## src/linear_probe_hash_set_assert.svh

```systemverilog
// Assertion macros for the hash set block. They expect clk and arst_n in scope.
`ifndef LINEAR_PROBE_HASH_SET_ASSERT_SVH
`define LINEAR_PROBE_HASH_SET_ASSERT_SVH

// Same-cycle implication.
`define LPHS_ASSERT_NOW(lbl, ante, cons) \
	lbl: assert property (@(posedge clk) disable iff (!arst_n) (ante) |-> (cons)) \
		else $error("lphs check failed");

// Next-cycle implication.
`define LPHS_ASSERT_NEXT(lbl, ante, cons) \
	lbl: assert property (@(posedge clk) disable iff (!arst_n) (ante) |=> (cons)) \
		else $error("lphs check failed");

`endif

```

## src/lphs_pkg.sv

```systemverilog
// ----------------------------------------------------------------------------
// lphs_pkg
// Shared constants and types of the linear probe hash set.
// ----------------------------------------------------------------------------
package lphs_pkg;

	localparam int DEF_CAPACITY = 1024;
	localparam int DEF_MIN_SIZE = 4;
	localparam int DEF_KEY_BITS = 64;

	localparam logic [63:0] HASH_MUL = 64'h9E37_79B9_7F4A_7C15;

	localparam logic CMD_QUERY  = 1'b0;
	localparam logic CMD_INSERT = 1'b1;

	localparam int          PADDR_W         = 2;
	localparam logic [3:0]  FILL_RESET      = 4'd6;
	localparam logic [3:0]  FILL_MIN        = 4'd1;
	localparam logic [3:0]  FILL_MAX        = 4'd8;

	localparam logic [1:0] MODE_QUERY  = 2'd0;
	localparam logic [1:0] MODE_INSERT = 2'd1;
	localparam logic [1:0] MODE_REHASH = 2'd2;

	typedef struct packed {
		logic        start;
		logic [63:0] key;
	} lphs_hreq_t;

endpackage

```

## src/lphs_hash.sv

```systemverilog
// ----------------------------------------------------------------------------
// lphs_hash
// Multiplicative hash: bits 63:32 of key * HASH_MUL (mod 2^64), built from
// three 32x32 partial products on one shared multiplier, one per cycle.
// ----------------------------------------------------------------------------
module lphs_hash (
	input  logic                clk,
	input  logic                arst_n,
	input  lphs_pkg::lphs_hreq_t req,
	output logic                done,
	output logic [31:0]         hash
);
	import lphs_pkg::*;

	logic [63:0] k_q;
	logic [31:0] acc_q;
	logic [1:0]  cnt_q;
	logic        busy_q;
	logic        done_q;
	logic [31:0] op_a;
	logic [31:0] op_b;
	logic [63:0] prod;
	logic [31:0] part;

	// cnt 0: kL*cL (high half), cnt 1: kH*cL, cnt 2: kL*cH (low halves)
	always_comb begin
		op_a = (cnt_q == 2'd1) ? k_q[63:32] : k_q[31:0];
		op_b = (cnt_q == 2'd2) ? HASH_MUL[63:32] : HASH_MUL[31:0];
		prod = 64'(op_a) * 64'(op_b);
		part = (cnt_q == 2'd0) ? prod[63:32] : prod[31:0];
	end

	always_ff @(posedge clk or negedge arst_n) begin
		if (!arst_n) begin
			busy_q <= 1'b0;
			done_q <= 1'b0;
			cnt_q  <= 2'd0;
		end else begin
			done_q <= !req.start && busy_q && (cnt_q == 2'd2);
			if (req.start) begin
				busy_q <= 1'b1;
				cnt_q  <= 2'd0;
			end else if (busy_q) begin
				cnt_q <= cnt_q + 2'd1;
				if (cnt_q == 2'd2) begin
					busy_q <= 1'b0;
				end
			end
		end
	end

	always_ff @(posedge clk) begin
		if (req.start) begin
			k_q   <= req.key;
			acc_q <= '0;
		end else if (busy_q) begin
			acc_q <= acc_q + part;
		end
	end

	assign done = done_q;
	assign hash = acc_q;

endmodule

```

## config.mk

```make
export PLATFORM = sky130hd
export DESIGN_NAME = lphs_hash
export DESIGN_NICKNAME = d
export VERILOG_FILES = /design/src/linear_probe_hash_set_assert.svh /design/src/lphs_pkg.sv /design/src/lphs_hash.sv
export SDC_FILE = /design/constraint.sdc
export NUM_CORES = 2
export LEC_CHECK = 0
export ABC_CLOCK_PERIOD_IN_PS = 21700
export BUFFER_PORTS_ARGS = -buffer_cell sky130_fd_sc_hd__clkbuf_2
export CAP_MARGIN = 20
export CORE_MARGIN = 2
export CORE_UTILIZATION = 40
export CTS_CLUSTER_SIZE = 20
export DETAILED_ROUTE_END_ITERATION = 8
export HOLD_SLACK_MARGIN = 0.08
export PLACE_DENSITY_LB_ADDON = 0.12
export SLEW_MARGIN = 40
export SYNTH_ARGS = -nofsm -noshare
export SYNTH_HDL_FRONTEND = slang
export SYNTH_SLANG_ARGS = --single-unit
export TNS_END_PERCENT = 10
```

## constraint.sdc

```tcl
create_clock -name clk -period 21.7 [get_ports clk]
set_input_delay 1.085 -clock clk [delete_from_list [all_inputs] [get_ports clk]]
set_output_delay 1.085 -clock clk [all_outputs]
set_load 0.02 [all_outputs]
```

==> results.json <==
{
  "initial_core_util_pct": 40.5,
  "avgSynthCellArea_um2": 9.43,
  "post-route-min-period_ns": 12.05,
  "die_w_um": 281,
  "stdcell_area_mm2": 0.0327,
  "rsz0062_at_grt": "false",
  "syn_to_final_growth_pct": 6.28,
  "yosysTopAreaCell": "fa_1",
  "cts.sinks": 100,
  "drive_gt1_share_pct": 6.53,
  "critical_path_class": "reg -> reg",
  "synth-edff-count": 64,
  "htreeDepth": 3,
  "path_max_fanout": 26,
  "die_h_um": 281,
  "finalSetupViolations": 0,
  "drtIter0Drc": 1537,
  "place_ws_ns": 9.51,
  "ys_seq_area_share_pct": 8.66,
  "netlist_area_mm2": 0.0307,
  "ys_dominant_reg_cell": "edfxtp_1",
  "async_reset_ff_share_pct": 4.00,
  "n_antenna_cell": 0,
  "cap_viol_max_count": 0,
  "skew_ns": 0.0463,
  "finalNetCount": 4396,
  "synth_compound_gate_area_share_pct": 10.1,
  "synth_area_leaders": "fa_1 37%, ha_1 19%, inv_1 9.1%",
  "grt_pass1_wl_mm": 156,
  "cp.arrival_ns": 12.42,
  "cts_tree": "built",
  "cp.required_ns": 22.07,
  "place.gp.congestion": 0.964,
  "clk_latency_ns": 0.44,
  "io-pin-count": 100,
  "grt_max_degree": 86,
  "synth_top_family_by_area": "adder cells",
  "status": "finished, final reports clean",
  "ys_seq_elements": 100,
  "yosys-mux-area-fraction_pct": 2.15,
  "slew_violations": 0,
  "worst_slack_ns": 9.65,
  "place_area_mm2": 0.0323,
  "synth_xor_area_share_pct": 4.13,
  "post_cts_buffers": 0,
  "clk_pin_slew_ns": 0.09,
  "dr_total_vias": 22400,
  "fmax_ghz": 0.0830,
  "portBuffers": 99,
  "grt_pass1_vias": 24100,
  "cts_resized": 0,
  "finalHoldViolations": 0,
  "cts_hold_buf": 0,
  "cts-root-buf": "clkbuf_16",
  "yosys.area_share.simple_pct": 8.39,
  "start_kind": "flip-flop",
  "antenna_found_initial": 0,
  "dr.pass1.iters": 5,
  "synth_top_area_share_pct": 37.1,
  "grtUsageTotal_pct": 27.1,
  "grt-ovfl-total": 0,
  "fin_tns_setup_ns": 0,
  "synth_fa_ha_area_share_pct": 55.7,
  "synth_cell_types": 90,
  "cts.path.max_buffers": 2,
  "wl_per_cell_um": 23.9,
  "viasPerCell": 5.17,
  "cp-end-kind": "flip-flop",
  "ys_warn_count": 0,
  "post-route-drc-count": 0,
  "route.antenna.remaining_nets": 0,
  "period_share_pct": 55.5,
  "hp-class": "reg -> reg",
  "numCtsBuffers": 9,
  "dieArea_mm2": 0.0791,
  "crit_path_max_incr_delay_ns": 0.55,
  "synthCells": 3260,
  "nFillCells": 7527,
  "crit_slowest_cell": "fa_1",
  "place_hpwl_mm": 92.2,
  "coreArea_mm2": 0.0759,
  "wirelength_mm": 104,
  "tightestPinTransition_ns": 0.830,
  "rows": 101,
  "relSlewSlack_pct": 43.6
}
[sequential cells by signal (all words and copies together), names as in the netlist]
name and flops:
busy_q 1, cnt_q 2, k_q 64, done 1, hash 32
[cells in the mapped netlist, types with 4 or more instances]
cell	number
a211o_1	5
a211oi_1	12
a21boi_0	11
a21o_1	87
a21oi_1	161
a221oi_1	4
a31o_2	5
a31oi_1	8
and2_1	20
and3_1	16
buf_1	13
buf_2	4
buf_6	4
clkbuf_1	88
clkbuf_8	4
dfrtp_1	4
dfxtp_1	32
edfxtp_1	64
fa_1	569
ha_1	457
inv_1	745
inv_2	4
mux2_2	14
mux2i_1	49
nand2_1	157
nand2b_1	20
nand3_1	21
nand4_1	21
nor2_1	225
nor2b_1	13
nor3_1	36
o211ai_1	6
o21a_1	12
o21ai_0	93
o21ai_1	9
o21bai_1	17
o221ai_1	4
o22ai_1	7
o31a_1	5
or2_2	18
or3_1	4
xnor2_1	120
xor2_1	25
[layout by cell type, fill, tap and decap left out, types with 6 or more instances in the layout]
master,synthesis,final
ha_1,457,453
nor3_1,36,36
fa_1,569,569
clkbuf_2,1,98
clkbuf_16,0,9
o21bai_1,17,17
inv_1,745,745
mux2_2,14,14
xnor2_1,120,120
a21oi_1,161,161
o21a_1,12,12
o22ai_1,7,7
o21ai_1,9,9
and3_1,16,16
nand3_1,21,21
mux2i_2,0,12
and2_1,20,20
xor2_1,25,25
o211ai_1,6,6
a211oi_1,12,12
conb_1,2,25
edfxtp_1,64,64
mux2i_1,49,37
nand2b_1,20,20
dfxtp_1,32,32
nor2_1,225,225
a21boi_0,11,11
o21ai_0,93,93
a31oi_1,8,8
nor2b_1,13,13
a21o_1,87,87
nand4_1,21,21
or2_2,18,18
buf_4,1,26
nand2_1,157,157
[path summary, 6_finish.rpt]
check,start,endpoint,slack [ns],cells past startpoint
setup reg to reg,cnt_q[1],hash[30],9.65,41
max in group asynchronous,arst_n,cnt_q[0],20.93,1
hold / removal,hash[8],hash[8],0.53,2
setup / recovery,cnt_q[1],hash[30],9.65,41
min in group asynchronous,arst_n,busy_q,0.54,1
hold reg to reg,hash[8],hash[8],0.53,2
[routing by layer]
| layer | vias up | track usage (%) | share of wire (%) |
|---|---|---|---|
| met5 | - | 0 | 0 |
| met4 | 0 | 9.15 | 3.7 |
| met3 | 101 | 2.70 | 3.8 |
| met2 | 555 | 45.2 | 48 |
| met1 | 11400 | 36.8 | 44 |
| li1 | 10400 | - | - |
[worst max-delay path, delay by kind of cell, from the launching register on]
| family | cells | cell delay [ns] |
|---|---|---|
| buf+inv | 9 | 1.64 |
| fa+ha+maj | 11 | 5.08 |
| mux | 1 | 0.28 |
| flops | 1 | 0.44 |
| simple gates | 3 | 0.70 |
| xor+xnor | 1 | 0.12 |
| compound gates | 16 | 3.72 |
[area by class of cell]
| class | instances | area [um^2] | area share [%] |
|---|---|---|---|
| Clock buffer | 9 | 225 | 0.690 |
| Clock inverter | 7 | 87.6 | 0.268 |
| Inverter | 752 | 2820 | 8.64 |
| Multi-Input combinational cell | 2315 | 24900 | 76.2 |
| Sequential cell | 100 | 2660 | 8.15 |
| Tap cell | 1030 | 1290 | 3.95 |
| Timing Repair Buffer | 125 | 697 | 2.13 |
[logic make-up (layout without fill, tap and decap cells)]
group                      Yosys count  in the layout
other                                2             25
muxes                               64             64
and+or+nand+nor                    571            571
xor gates and xnor gates           145            145
DFF                                100            100
adders and majority gates         1026           1026
buffers and inverters              868            893
AOI/OAI and AO/OA                  484            484
[metrics by stage]
step                std cells  util [%]  hold slack [ns]
floorplan                3283         -            0.528
global placement         4322      42.6            0.517
detailed placement       4322      42.6            0.526
CTS                      4338      43.0            0.535
global route             4338      43.0            0.531
finish                   4338      43.0            0.529
Power is left out: the tool's default activity adds up to more than one toggle a clock period on the data nets, which glitch-free logic cannot reach.
